File: config.mk
export PLATFORM = sky130hd
export DESIGN_NAME = tagged_event_ring_queue_core
export DESIGN_NICKNAME = d
export VERILOG_FILES = /design/src/hw/rtl/terq_pkg.sv /design/src/hw/rtl/terq_ram.sv /design/src/hw/rtl/terq_ctrl.sv /design/src/hw/rtl/terq_dp.sv /design/src/hw/rtl/tagged_event_ring_queue_core.sv
export SDC_FILE = /design/constraint.sdc
export NUM_CORES = 2
export LEC_CHECK = 0
export BUFFER_PORTS_ARGS = -buffer_cell sky130_fd_sc_hd__buf_4
export CAP_MARGIN = 40
export CELL_PAD_IN_SITES_DETAIL_PLACEMENT = 0
export CELL_PAD_IN_SITES_GLOBAL_PLACEMENT = 1
export CORE_MARGIN = 5
export CORE_UTILIZATION = 58
export CTS_CLUSTER_DIAMETER = 80
export DETAILED_ROUTE_END_ITERATION = 10
export MAX_ROUTING_LAYER = met4
export PLACE_DENSITY = 0.94
export SLEW_MARGIN = 20
export SYNTH_ARGS = -nofsm -noshare
export SYNTH_HDL_FRONTEND = slang
export SYNTH_SLANG_ARGS = --single-unit
File: constraint.sdc
create_clock -name i_clk -period 46.6 [get_ports i_clk]
set_clock_uncertainty 0.1 [all_clocks]
set_input_delay 9.32 -clock i_clk [delete_from_list [all_inputs] [get_ports i_clk]]
set_output_delay 9.32 -clock i_clk [all_outputs]
set_load 0.01 [all_outputs]
File: src/hw/rtl/terq_pkg.sv
package terq_pkg;

    localparam int QUEUE_DEPTH = 16;
    localparam int IDX_W       = $clog2(QUEUE_DEPTH);
    localparam int CNT_W       = $clog2(QUEUE_DEPTH + 1);
    localparam int LIM_W       = 5;
    localparam int OUT_CNT_W   = 5;
    localparam int MODE_W      = 2;
    localparam int STATUS_W    = 2;
    localparam int INST_W      = 32;
    localparam int KIND_W      = 8;
    localparam int SNAP_W      = 64;

    localparam logic [MODE_W-1:0] MODE_PUSH    = 2'd0;
    localparam logic [MODE_W-1:0] MODE_PUMP    = 2'd1;
    localparam logic [MODE_W-1:0] MODE_DISCARD = 2'd2;
    localparam logic [MODE_W-1:0] MODE_CLEAR   = 2'd3;

    localparam logic [STATUS_W-1:0] ST_ACCEPTED   = 2'd0;
    localparam logic [STATUS_W-1:0] ST_EMPTY_INST = 2'd1;
    localparam logic [STATUS_W-1:0] ST_FULL       = 2'd2;
    localparam logic [STATUS_W-1:0] ST_DONE       = 2'd3;

    typedef struct packed {
        logic [INST_W-1:0] owner;
        logic [KIND_W-1:0] kind;
        logic [SNAP_W-1:0] payload;
    } t_entry;

    // controller to datapath
    typedef struct packed {
        logic start;     // request accepted this cycle
        logic rd_issue;  // read the next queued entry
        logic step;      // consume the entry read last
        logic finish;    // load the summary, commit fill, and commit head after a pump
    } t_cmd;

    // datapath to controller
    typedef struct packed {
        logic out_free;  // result register can take a new result
        logic pend;      // read data waiting to be consumed
        logic need_out;  // pending entry is to be delivered
        logic more;      // entries left to read
    } t_sts;

    // ring slot of a + b, both below twice the depth in sum
    function automatic logic [IDX_W-1:0] wrap_add(input logic [CNT_W-1:0] a,
                                                  input logic [CNT_W-1:0] b);
        logic [CNT_W:0] s;
        s = {1'b0, a} + {1'b0, b};
        if (s >= (CNT_W+1)'(QUEUE_DEPTH)) begin
            s = s - (CNT_W+1)'(QUEUE_DEPTH);
        end
        return s[IDX_W-1:0];
    endfunction

endpackage

File: src/hw/rtl/terq_ram.sv
module terq_ram #(
    parameter int WIDTH = 8,
    parameter int DEPTH = 16
) (
    input  logic                     i_clk,
    input  logic                     i_we,
    input  logic [$clog2(DEPTH)-1:0] i_waddr,
    input  logic [WIDTH-1:0]         i_wdata,
    input  logic                     i_re,
    input  logic [$clog2(DEPTH)-1:0] i_raddr,
    output logic [WIDTH-1:0]         o_rdata
);

    logic [WIDTH-1:0] r_mem [DEPTH];
    logic [WIDTH-1:0] r_rdata;

    always_ff @(posedge i_clk) begin
        if (i_we) begin
            r_mem[i_waddr] <= i_wdata;
        end
        if (i_re) begin
            r_rdata <= r_mem[i_raddr];
        end
    end

    assign o_rdata = r_rdata;

endmodule

File: src/hw/rtl/terq_ctrl.sv
module terq_ctrl (
    input  logic                         i_clk,
    input  logic                         i_rst_n,
    input  logic                         i_in_valid,
    input  logic [terq_pkg::MODE_W-1:0]  i_mode,
    input  terq_pkg::t_sts               i_sts,
    output logic                         o_in_ready,
    output terq_pkg::t_cmd               o_cmd
);
    import terq_pkg::*;

    localparam logic [1:0] S_IDLE = 2'd0;
    localparam logic [1:0] S_WALK = 2'd1;
    localparam logic [1:0] S_SUM  = 2'd2;

    logic [1:0] r_state;
    logic [1:0] n_state;
    logic       accept;
    logic       step;

    assign o_in_ready = (r_state == S_IDLE) && i_sts.out_free;
    assign accept     = o_in_ready && i_in_valid;
    // a delivered entry waits until the result register is free
    assign step       = (r_state == S_WALK) && i_sts.pend &&
                        (!i_sts.need_out || i_sts.out_free);

    always_comb begin
        o_cmd.start    = accept;
        o_cmd.step     = step;
        o_cmd.rd_issue = (r_state == S_WALK) && i_sts.more && (!i_sts.pend || step);
        o_cmd.finish   = (r_state == S_SUM) && i_sts.out_free;
    end

    always_comb begin
        n_state = r_state;
        unique case (r_state)
            S_IDLE: begin
                if (accept && (i_mode == MODE_PUMP || i_mode == MODE_DISCARD)) begin
                    n_state = S_WALK;
                end
            end
            S_WALK: begin
                if (!i_sts.more && !i_sts.pend) begin
                    n_state = S_SUM;
                end
            end
            S_SUM: begin
                if (i_sts.out_free) begin
                    n_state = S_IDLE;
                end
            end
            default: n_state = S_IDLE;
        endcase
    end

    always_ff @(posedge i_clk) begin
        if (!i_rst_n) begin
            r_state <= S_IDLE;
        end else begin
            r_state <= n_state;
        end
    end

endmodule

File: src/hw/rtl/terq_dp.sv
module terq_dp (
    input  logic                            i_clk,
    input  logic                            i_rst_n,
    input  logic                            i_cfg_we,
    input  logic [terq_pkg::LIM_W-1:0]      i_cfg_data,
    input  logic [terq_pkg::MODE_W-1:0]     i_mode,
    input  logic [terq_pkg::INST_W-1:0]     i_instance_id,
    input  logic [terq_pkg::KIND_W-1:0]     i_event_kind,
    input  logic [terq_pkg::SNAP_W-1:0]     i_snapshot,
    input  terq_pkg::t_cmd                  i_cmd,
    output terq_pkg::t_sts                  o_sts,
    input  logic                            i_out_ready,
    output logic                            o_out_valid,
    output logic [terq_pkg::STATUS_W-1:0]   o_status,
    output logic                            o_is_event,
    output logic [terq_pkg::INST_W-1:0]     o_out_instance,
    output logic [terq_pkg::KIND_W-1:0]     o_out_kind,
    output logic [terq_pkg::SNAP_W-1:0]     o_out_snapshot,
    output logic [terq_pkg::OUT_CNT_W-1:0]  o_consumed_count,
    output logic [terq_pkg::OUT_CNT_W-1:0]  o_stale_count,
    output logic [terq_pkg::OUT_CNT_W-1:0]  o_delivered_count,
    output logic [terq_pkg::OUT_CNT_W-1:0]  o_removed_count,
    output logic                            o_last
);
    import terq_pkg::*;

    localparam int CMP_W = (CNT_W > LIM_W) ? CNT_W : LIM_W;

    // queue state
    logic [IDX_W-1:0]  r_head,  n_head;
    logic [CNT_W-1:0]  r_fill,  n_fill;
    logic [LIM_W-1:0]  r_limit;
    // operation in progress
    logic [MODE_W-1:0] r_mode;
    logic [INST_W-1:0] r_inst;
    logic [CNT_W-1:0]  r_total, n_total;
    logic [CNT_W-1:0]  r_rd_cnt, n_rd_cnt;
    logic [CNT_W-1:0]  r_kept, n_kept;
    logic [CNT_W-1:0]  r_stale, n_stale;
    logic [CNT_W-1:0]  r_deliv, n_deliv;
    logic              r_pend, n_pend;
    // result register
    logic                 r_out_valid, n_out_valid;
    logic [STATUS_W-1:0]  r_status,    n_status;
    logic                 r_is_event,  n_is_event;
    logic [INST_W-1:0]    r_out_inst,  n_out_inst;
    logic [KIND_W-1:0]    r_out_kind,  n_out_kind;
    logic [SNAP_W-1:0]    r_out_snap,  n_out_snap;
    logic [OUT_CNT_W-1:0] r_consumed,  n_consumed;
    logic [OUT_CNT_W-1:0] r_stale_o,   n_stale_o;
    logic [OUT_CNT_W-1:0] r_deliv_o,   n_deliv_o;
    logic [OUT_CNT_W-1:0] r_removed,   n_removed;
    logic                 r_last,      n_last;

    logic              out_free;
    logic [CMP_W-1:0]  lim;
    logic [CMP_W-1:0]  fill_ext;
    logic [CNT_W-1:0]  pump_cnt;
    logic [CNT_W-1:0]  left;
    t_entry            rd_entry;
    logic [$bits(t_entry)-1:0] ram_rdata;
    logic              owner_hit;
    logic              deliver;
    logic              push_ok;
    logic              ram_we;
    logic [IDX_W-1:0]  ram_waddr;
    t_entry            ram_wdata;
    logic [IDX_W-1:0]  ram_raddr;

    assign out_free = !r_out_valid || i_out_ready;
    assign lim      = (r_limit == '0) ? CMP_W'(QUEUE_DEPTH) : CMP_W'(r_limit);
    assign fill_ext = CMP_W'(r_fill);
    assign pump_cnt = CNT_W'((lim < fill_ext) ? lim : fill_ext);
    assign left     = r_fill - r_total;

    assign rd_entry  = t_entry'(ram_rdata);
    assign owner_hit = (rd_entry.owner == r_inst);
    assign deliver   = (r_inst != '0) && owner_hit;
    assign push_ok   = (i_instance_id != '0) && (r_fill != CNT_W'(QUEUE_DEPTH));

    always_comb begin
        o_sts.out_free = out_free;
        o_sts.pend     = r_pend;
        o_sts.need_out = r_pend && (r_mode == MODE_PUMP) && deliver;
        o_sts.more     = (r_rd_cnt < r_total);
    end

    // survivors of a discard are packed behind the head in ring order, so
    // a write never lands on an entry still to be read
    always_comb begin
        ram_raddr = wrap_add(CNT_W'(r_head), r_rd_cnt);
        if (i_cmd.start) begin
            ram_we    = (i_mode == MODE_PUSH) && push_ok;
            ram_waddr = wrap_add(CNT_W'(r_head), r_fill);
            ram_wdata = '{owner: i_instance_id, kind: i_event_kind, payload: i_snapshot};
        end else begin
            ram_we    = i_cmd.step && (r_mode == MODE_DISCARD) && !owner_hit;
            ram_waddr = wrap_add(CNT_W'(r_head), r_kept);
            ram_wdata = rd_entry;
        end
    end

    terq_ram #(
        .WIDTH ($bits(t_entry)),
        .DEPTH (QUEUE_DEPTH)
    ) u_ram (
        .i_clk   (i_clk),
        .i_we    (ram_we),
        .i_waddr (ram_waddr),
        .i_wdata (ram_wdata),
        .i_re    (i_cmd.rd_issue),
        .i_raddr (ram_raddr),
        .o_rdata (ram_rdata)
    );

    always_comb begin
        n_head      = r_head;
        n_fill      = r_fill;
        n_total     = r_total;
        n_rd_cnt    = r_rd_cnt;
        n_kept      = r_kept;
        n_stale     = r_stale;
        n_deliv     = r_deliv;
        n_pend      = i_cmd.rd_issue ? 1'b1 : (i_cmd.step ? 1'b0 : r_pend);
        n_out_valid = r_out_valid && !i_out_ready;
        n_status    = r_status;
        n_is_event  = r_is_event;
        n_out_inst  = r_out_inst;
        n_out_kind  = r_out_kind;
        n_out_snap  = r_out_snap;
        n_consumed  = r_consumed;
        n_stale_o   = r_stale_o;
        n_deliv_o   = r_deliv_o;
        n_removed   = r_removed;
        n_last      = r_last;

        if (i_cmd.rd_issue) begin
            n_rd_cnt = r_rd_cnt + 1'b1;
        end

        if (i_cmd.start || i_cmd.finish || (i_cmd.step && o_sts.need_out)) begin
            n_out_valid = 1'b1;
            n_status    = ST_DONE;
            n_is_event  = 1'b0;
            n_out_inst  = '0;
            n_out_kind  = '0;
            n_out_snap  = '0;
            n_consumed  = '0;
            n_stale_o   = '0;
            n_deliv_o   = '0;
            n_removed   = '0;
            n_last      = 1'b1;
        end

        if (i_cmd.start) begin
            n_rd_cnt = '0;
            n_kept   = '0;
            n_stale  = '0;
            n_deliv  = '0;
            n_pend   = 1'b0;
            case (i_mode)
                MODE_PUSH: begin
                    if (i_instance_id == '0) begin
                        n_status = ST_EMPTY_INST;
                    end else if (!push_ok) begin
                        n_status = ST_FULL;
                    end else begin
                        n_status = ST_ACCEPTED;
                        n_fill   = r_fill + 1'b1;
                    end
                end
                MODE_PUMP: begin
                    n_total     = pump_cnt;
                    n_out_valid = r_out_valid && !i_out_ready;
                end
                MODE_DISCARD: begin
                    n_total     = r_fill;
                    n_out_valid = r_out_valid && !i_out_ready;
                end
                default: begin
                    n_head = '0;
                    n_fill = '0;
                end
            endcase
        end

        if (i_cmd.step) begin
            if (r_mode == MODE_PUMP) begin
                if (deliver) begin
                    n_deliv    = r_deliv + 1'b1;
                    n_status   = ST_ACCEPTED;
                    n_is_event = 1'b1;
                    n_out_inst = rd_entry.owner;
                    n_out_kind = rd_entry.kind;
                    n_out_snap = rd_entry.payload;
                    n_last     = 1'b0;
                end else begin
                    n_stale = r_stale + 1'b1;
                end
            end else if (!owner_hit) begin
                n_kept = r_kept + 1'b1;
            end
        end

        if (i_cmd.finish) begin
            if (r_mode == MODE_PUMP) begin
                n_fill     = left;
                n_head     = (left == '0) ? '0 : wrap_add(CNT_W'(r_head), r_total);
                n_consumed = OUT_CNT_W'(r_total);
                n_stale_o  = OUT_CNT_W'(r_stale);
                n_deliv_o  = OUT_CNT_W'(r_deliv);
            end else begin
                n_fill    = r_kept;
                n_removed = OUT_CNT_W'(r_total - r_kept);
            end
            n_total = '0;
        end
    end

    always_ff @(posedge i_clk) begin
        if (!i_rst_n) begin
            r_head      <= '0;
            r_fill      <= '0;
            r_limit     <= '0;
            r_total     <= '0;
            r_rd_cnt    <= '0;
            r_kept      <= '0;
            r_stale     <= '0;
            r_deliv     <= '0;
            r_pend      <= 1'b0;
            r_out_valid <= 1'b0;
        end else begin
            r_head      <= n_head;
            r_fill      <= n_fill;
            r_total     <= n_total;
            r_rd_cnt    <= n_rd_cnt;
            r_kept      <= n_kept;
            r_stale     <= n_stale;
            r_deliv     <= n_deliv;
            r_pend      <= n_pend;
            r_out_valid <= n_out_valid;
            if (i_cfg_we) begin
                r_limit <= i_cfg_data;
            end
        end
    end

    always_ff @(posedge i_clk) begin
        if (i_cmd.start) begin
            r_mode <= i_mode;
            r_inst <= i_instance_id;
        end
        r_status   <= n_status;
        r_is_event <= n_is_event;
        r_out_inst <= n_out_inst;
        r_out_kind <= n_out_kind;
        r_out_snap <= n_out_snap;
        r_consumed <= n_consumed;
        r_stale_o  <= n_stale_o;
        r_deliv_o  <= n_deliv_o;
        r_removed  <= n_removed;
        r_last     <= n_last;
    end

    assign o_out_valid       = r_out_valid;
    assign o_status          = r_status;
    assign o_is_event        = r_is_event;
    assign o_out_instance    = r_out_inst;
    assign o_out_kind        = r_out_kind;
    assign o_out_snapshot    = r_out_snap;
    assign o_consumed_count  = r_consumed;
    assign o_stale_count     = r_stale_o;
    assign o_delivered_count = r_deliv_o;
    assign o_removed_count   = r_removed;
    assign o_last            = r_last;

endmodule

File: src/hw/rtl/tagged_event_ring_queue_core.sv
// channel   | handshake                    | payload
// request   | i_in_valid / o_in_ready      | i_mode, i_instance_id, i_event_kind, i_snapshot
// result    | o_out_valid / i_out_ready    | o_status ... o_last
// config    | i_cfg_we (no wait)           | i_cfg_data (pump limit)
//
// Push and clear complete on acceptance; the result sits in the output register next cycle.
// Pump and discard walk the ring through the single-port-read entry RAM, one entry
// a cycle unless the walk is held, and walk at most QUEUE_DEPTH entries.
// A delivered event holds the walk while the output register is still full.
// A new request is taken only between operations, with the output register free.
// Reset clears head, fill, pump limit and control; entry storage is not cleared.
module tagged_event_ring_queue_core (
    input  logic                            i_clk,
    input  logic                            i_rst_n,
    input  logic                            i_cfg_we,
    input  logic [terq_pkg::LIM_W-1:0]      i_cfg_data,
    input  logic                            i_in_valid,
    output logic                            o_in_ready,
    input  logic [terq_pkg::MODE_W-1:0]     i_mode,
    input  logic [terq_pkg::INST_W-1:0]     i_instance_id,
    input  logic [terq_pkg::KIND_W-1:0]     i_event_kind,
    input  logic [terq_pkg::SNAP_W-1:0]     i_snapshot,
    output logic                            o_out_valid,
    input  logic                            i_out_ready,
    output logic [terq_pkg::STATUS_W-1:0]   o_status,
    output logic                            o_is_event,
    output logic [terq_pkg::INST_W-1:0]     o_out_instance,
    output logic [terq_pkg::KIND_W-1:0]     o_out_kind,
    output logic [terq_pkg::SNAP_W-1:0]     o_out_snapshot,
    output logic [terq_pkg::OUT_CNT_W-1:0]  o_consumed_count,
    output logic [terq_pkg::OUT_CNT_W-1:0]  o_stale_count,
    output logic [terq_pkg::OUT_CNT_W-1:0]  o_delivered_count,
    output logic [terq_pkg::OUT_CNT_W-1:0]  o_removed_count,
    output logic                            o_last
);
    import terq_pkg::*;

    t_cmd cmd;
    t_sts sts;

    terq_ctrl u_ctrl (
        .i_clk      (i_clk),
        .i_rst_n    (i_rst_n),
        .i_in_valid (i_in_valid),
        .i_mode     (i_mode),
        .i_sts      (sts),
        .o_in_ready (o_in_ready),
        .o_cmd      (cmd)
    );

    terq_dp u_dp (
        .i_clk             (i_clk),
        .i_rst_n           (i_rst_n),
        .i_cfg_we          (i_cfg_we),
        .i_cfg_data        (i_cfg_data),
        .i_mode            (i_mode),
        .i_instance_id     (i_instance_id),
        .i_event_kind      (i_event_kind),
        .i_snapshot        (i_snapshot),
        .i_cmd             (cmd),
        .o_sts             (sts),
        .i_out_ready       (i_out_ready),
        .o_out_valid       (o_out_valid),
        .o_status          (o_status),
        .o_is_event        (o_is_event),
        .o_out_instance    (o_out_instance),
        .o_out_kind        (o_out_kind),
        .o_out_snapshot    (o_out_snapshot),
        .o_consumed_count  (o_consumed_count),
        .o_stale_count     (o_stale_count),
        .o_delivered_count (o_delivered_count),
        .o_removed_count   (o_removed_count),
        .o_last            (o_last)
    );

`ifndef SYNTH
    a_ready_needs_free_out: assert property (@(posedge i_clk) disable iff (!i_rst_n)
        o_in_ready |-> (!o_out_valid || i_out_ready))
        else $error("request taken while a result is still held");

    a_short_op_result: assert property (@(posedge i_clk) disable iff (!i_rst_n)
        (i_in_valid && o_in_ready && (i_mode == MODE_PUSH || i_mode == MODE_CLEAR))
        |=> (o_out_valid && o_last))
        else $error("push or clear gave no final result");

    a_event_not_last: assert property (@(posedge i_clk) disable iff (!i_rst_n)
        (o_out_valid && o_is_event) |-> !o_last)
        else $error("delivered event marked as final result");

    a_walk_blocks_input: assert property (@(posedge i_clk) disable iff (!i_rst_n)
        sts.pend |-> !o_in_ready)
        else $error("request taken during a ring walk");
`endif

endmodule
Yosys cells after proc, flatten, opt, wreduce, memory -nomap -nowiden
Memories as Yosys holds them, arrays and structs flattened. A register that Yosys moved wholly into a read port is not among the register bits.
Cells that the tools add are included.
Word-level totals
  output and inout bits: 130
  RAM bits: 1664
  bits in registers: 205
  logic and storage cells: 191
  memories kept: 1
Memories
  u_dp.u_ram.r_mem: words 16, bits a word 104, read ports 1, clocked after memory_dff 1, write ports 1, line terq_ram.sv:14  | logic [WIDTH-1:0] r_mem [DEPTH];
Cells by class
  reductions and logical operators: 47
  order comparisons: 6
  muxes and demuxes: 84
  eq/ne operators: 14
  bitwise operators: 1
  $add $sub $neg: 15
Operators with widths (count)
  two-way mux 64 bit: 4
  two-way mux 5 bit: 31
  two-way mux 32 bit: 4
  two-way mux 104 bit: 1
  nonzero test 32 bit: 2
  two-way mux 4 bit: 10
  == test 32 bit: 1
  logical NOT 32 bit: 1
  two-way mux 8 bit: 4
  adder 5 x 1 -> 5 bit, second input constant: 5
  adder 4 x 5 -> 6 bit: 4
  >= comparator 6 x 5 -> 1 bit, second input constant: 4
  two-way mux 2 bit: 11
  one-hot mux 5 bit (2 select lines): 2
  logical AND 1 bit: 18
  two-way mux 1 bit: 16
  subtractor 4 x 1 -> 4 bit, second input constant: 4
  logical NOT 5 bit: 2
  less-than comparator 5 bit: 2
  subtractor 5 bit: 2
  == test 2 x 1 -> 1 bit, second input constant: 3
  == test 2 bit, second input constant: 3
  logical NOT 1 bit: 6
  logical OR 1 bit: 6
  other kinds (14): 21

Depth between registers and ports, before layout
  depth after elaboration: 14
  gate-level depth with buffers: 15

Cells and area by module
From an unflattened synthesis, not the netlist that was laid out.
Second synthesis, totals
  cell total of the unflattened synthesis: 3780
  area total of the unflattened synthesis: 75587.5 sq um
Modules (own cells, without submodules)
  terq_ram: sequential area each 53090.9 sq um, instances 1, area an instance 65302.6 sq um, cells each 2662
  terq_dp: sequential area each 4404.2 sq um, instances 1, area an instance 10126.0 sq um, cells each 1097
  terq_ctrl: sequential area each 40.0 sq um, instances 1, area an instance 158.9 sq um, cells each 21

Worst setup path before layout
OpenSTA, ideal clock, no wires.
  path type: input to register
  start: input i_out_ready
  end: memory u_dp.u_ram.r_mem[3][0] in the netlist's numbering (enable)
  stages: 13
  arrival time: 21.337 ns
  setup time: 0.822 ns
  buffers on the path: 1
  data required time: 45.678 ns
  slack: 24.341 ns
  cell sequence: nor2b_1 nor3_1 nand2_1 inv_2 clkbuf_1 nor2_1 a21o_1 ha_1 a21o_1 a21oi_1 xnor2_1 xnor2_1 nor4_1
Between the ends
  elaborated cells between the ends (all ways): 11
RTL lines
  start, declared: line tagged_event_ring_queue_core.sv:24  | input logic i_out_ready,
  logical OR 1 bit (*): line terq_dp.sv:70  | assign out_free = !r_out_valid || i_out_ready;
  logical AND 1 bit (*): line terq_ctrl.sv:21  | assign o_in_ready = (r_state == S_IDLE) && i_sts.out_free;
  net o_in_ready: line tagged_event_ring_queue_core.sv:18  | output logic o_in_ready,
  logical AND 1 bit (*): line terq_ctrl.sv:22  | assign accept = o_in_ready && i_in_valid;
  two-way mux 1 bit: line terq_dp.sv:92  | if (i_cmd.start) begin
  two-way mux 1 bit: line terq_ram.sv:18  | if (i_we) begin
  two-way mux 1 bit (not written as such): line terq_ram.sv:19  | r_mem[i_waddr] <= i_wdata;
  end, declared: line terq_ram.sv:14
Mark *: on every way through the listed nets, which the timed path passes. The rest lies on a longest branch.

Worst setup path in the final report
  start: input i_out_ready
  end: output o_in_ready
Between the ends
  longest elaborated chain between the ends: 2
RTL lines (line)
  logical OR 1 bit: terq_dp.sv:70
  logical AND 1 bit: terq_ctrl.sv:21
  end, declared: tagged_event_ring_queue_core.sv:18
No other way between the ends.

==> flow_metrics.env <==
export IMPL_cts_sinks=1973
export IMPL_cts_htree_levels=4
export IMPL_p_leak_nw=29.4
export IMPL_antenna_found_initial=5
export IMPL_arrival_ns=10.06
export IMPL_cts_setup_buffers=0
export IMPL_nets=4760
export IMPL_critPathCaptureType="output port"
export IMPL_ir_drop_uv=35.8
export IMPL_postRouteAntennaNets=0
export IMPL_insertion_delay_ns=0.82
export IMPL_fmaxAchievable_mhz=51.3
export IMPL_r2r_end="u_dp.u_ram.r_mem[8][49]"
export IMPL_setup_viol=0
export IMPL_status="completed"
export IMPL_fp_row_count=133
export IMPL_ys_types=54
export IMPL_cts_repair_resized=0
export IMPL_setup_tns_ns=0
export IMPL_min_path_type="reg -> reg"
export IMPL_p_per_area_nw_per_um2=42.6
export IMPL_design_area_um2=87000
export IMPL_initial_core_util=0.582
export IMPL_critPathKind="in -> out"
export IMPL_cp_cell_sequence="buf_4 > nor2b_1 > nor3_1 > buf_4"
export IMPL_cpPeakStageDelay_ns=0.38
export IMPL_port_buffer_count=245
export IMPL_core_um2=131000
export IMPL_r2r_start="u_dp.o_out_valid"
export IMPL_syn_cell_area_um2=76200
export IMPL_crit_start="i_out_ready"
export IMPL_clockBufferDepth=3
export IMPL_hold_path_end="u_dp.o_removed_count[2]"
export IMPL_netlist_instances=4303
export IMPL_drtIter0Drc=7412
export IMPL_grt_first_pass_wirelength_mm=301
export IMPL_holdPathStages=2
export IMPL_critPathLaunchType="input pin"
export IMPL_r2r_cells=15
export IMPL_syn_nets=4458
export IMPL_finalWirelength_mm=210
export IMPL_grt_max_degree=212
export IMPL_vias=44000
export IMPL_hp_start="u_dp.o_removed_count[2]"
export IMPL_period_share=0.418
export IMPL_place_congestion=0.802
export IMPL_cts_made_buffers=184
export IMPL_die_width_um=372
export IMPL_cts_hold_buf=0
export IMPL_yosysSeqAreaShare=0.755
export IMPL_cap_violations=0
export IMPL_hold_viol=0
export IMPL_routed_via_density=6.75
export IMPL_dp_hpwl_mm=105
export IMPL_dieHeight_um=372
export IMPL_syn_mean_instance_area_um2=17.7
export IMPL_critical_path_most_common_cell="buf_4"
export IMPL_min_period_ns=19.48
export IMPL_place_area_um2=80800
export IMPL_synth_seq_cells=1973
export IMPL_wl_per_cell_um=32.3
export IMPL_yosys_warnings=0
export IMPL_cts_root_buf="clkbuf_16"
export IMPL_grt_setup_unrepaired="false"
export IMPL_ys_async_sr_fraction=0
export IMPL_slew_headroom=0.315
export IMPL_synthToLayoutAreaGrowth_pct=14.2
export IMPL_drive_above_1_share=0.226
export IMPL_worstPathRequired_ns=37.18
export IMPL_worst_r2r_setup_slack_ns=39.30
export IMPL_worst_pin_slew_ns=1.03
export IMPL_dieArea_um2=139000
export IMPL_ios=246
export IMPL_drc=0
export IMPL_grt_overflow_total=0
export IMPL_cts_tree="built"
export IMPL_track_usage=0.309
export IMPL_firstDrtPassIters=8
export IMPL_cts_clk_slew_worst_paths_ns=0.06
export IMPL_cp_slowest_cell="nor3_1"
export IMPL_ys_flop_type="edfxtp_1"
export IMPL_synth_edf_count=1802
export IMPL_grt_pass1_vias=44400
export IMPL_total_power_mw=3.71
export IMPL_crit_path_max_fanout=4
export IMPL_drv_slew=0
## critical path: cells and delay by family
family,cells,cell delay (ns)
and+or+nand+nor,2,0.45
buffers and inverters,2,0.29
## cell families after synthesis
logic type | count (synthesis) | synth area share
simple gates | 1218 | 0.0672
mux | 431 | 0.125
flops | 1973 | 0.755
compound gates | 319 | 0.0253
xor+xnor | 55 | 0.00632
fa+ha+maj | 39 | 0.00690
buf+inv | 268 | 0.0144
## routing by layer
layer | global-route usage | wire [um]
met4 | 0.139 | 11800
met2 | 0.496 | 105000
met1 | 0.388 | 70000
met3 | 0.0609 | 23700
met5 | - | 0
## cells in the mapped netlist, types with 14 or more instances
cell type | n | share of area
nor2_1 | 49 | 0.0024
inv_1 | 33 | 0.0016
a21o_1 | 14 | 0.0014
a22o_1 | 15 | 0.0017
ha_1 | 34 | 0.0056
xor2_1 | 43 | 0.0049
clkbuf_1 | 160 | 0.0079
nand3_1 | 18 | 0.0012
edfxtp_1 | 1802 | 0.71
and3_1 | 109 | 0.0089
dfxtp_1 | 171 | 0.045
nand2_1 | 969 | 0.048
a21oi_1 | 25 | 0.0016
nor4_1 | 20 | 0.0016
a31oi_1 | 105 | 0.0086
o21ai_0 | 123 | 0.0081
buf_2 | 57 | 0.0037
mux4_2 | 416 | 0.12
## layout make-up
cell class,count,area [um2]
tap,1755,2200
inverter,35,139
antenna,4,10.0
sequential,1973,57500
multi-input combinational,2062,17700
clock inverter,106,1110
timing repair buffer,349,3370
clock buffer,231,4900
fill,7740,44000
## flip-flops by register name, indices dropped and copies added (netlist names), 2 cells and up
register,flops
u_dp.o_removed_count,5
u_dp.r_kept,5
u_ctrl.r_state,2
u_dp.fill_ext,5
u_dp.o_out_snapshot,64
u_dp.r_mode,2
u_dp.u_ram.r_mem,1664
u_dp.o_consumed_count,5
u_dp.r_rd_cnt,5
u_dp.o_out_kind,8
u_dp.r_head,4
u_dp.r_limit,5
u_dp.u_ram.o_rdata,104
u_dp.o_out_instance,32
u_dp.o_status,2
u_dp.o_delivered_count,5
u_dp.o_stale_count,5
u_dp.r_total,5
u_dp.r_deliv,5
u_dp.r_inst,32
u_dp.r_stale,5
## per-stage QoR
step	utilization	hold WS (ns)	worst slack, ns	instances
after floorplan	-	0.342	24.34	4303
after global placement	0.611	0.334	27.14	6131
after detailed placement	0.617	0.343	27.12	6166
after CTS	0.663	0.361	27.12	6503
after global routing	0.664	0.380	27.07	6515
final	0.664	0.354	27.12	6515
## power by group
part	switching [mW]	internal, mW	total (mW)
Sequential	0.0114	1.98	2.00
Clock	0.679	0.851	1.53
Combinational	0.131	0.0518	0.183
Total	0.821	2.89	3.71
## worst max path at each step
| stage | endpoint | slack (ns) | cells after the start |
|---|---|---|---|
| after floorplan | u_dp.u_ram.r_mem[3][0] | 24.34 | 13 |
| after global placement | o_in_ready | 27.14 | 4 |
| after detailed placement | o_in_ready | 27.12 | 4 |
| after CTS | o_in_ready | 27.12 | 4 |
| after global routing | o_in_ready | 27.07 | 4 |
| final | o_in_ready | 27.12 | 4 |
## layout by cell type, fill, tap and decap left out, drive strengths merged, types with 2 or more instances in the layout
cell type	Yosys	routed
nand2	969	969
dfxtp	171	171
a21oi	25	25
a211oi	10	10
mux4	416	416
clkinv	0	71
xnor2	12	12
and2	8	8
fa	5	5
nand3	18	18
nor2	49	49
a22o	15	15
ha	34	34
edfxtp	1802	1802
a21o	14	14
and3	109	109
mux2i	13	13
nor3	7	7
o31ai	4	4
nor2b	4	4
a31oi	105	105
mux2	2	2
nand4	8	8
o21ai	124	124
bufinv	0	18
inv	35	48
o22ai	5	5
nor3b	2	2
or3	4	4
a22oi	3	3
o41ai	3	3
xor2	43	43
nand2b	8	8
buf	73	347
clkinvlp	0	4
nor4	28	28
o211ai	5	5
clkdlybuf4s15	0	2
diode	0	4
clkbuf	160	231
(Power assumes the default switching activity.)
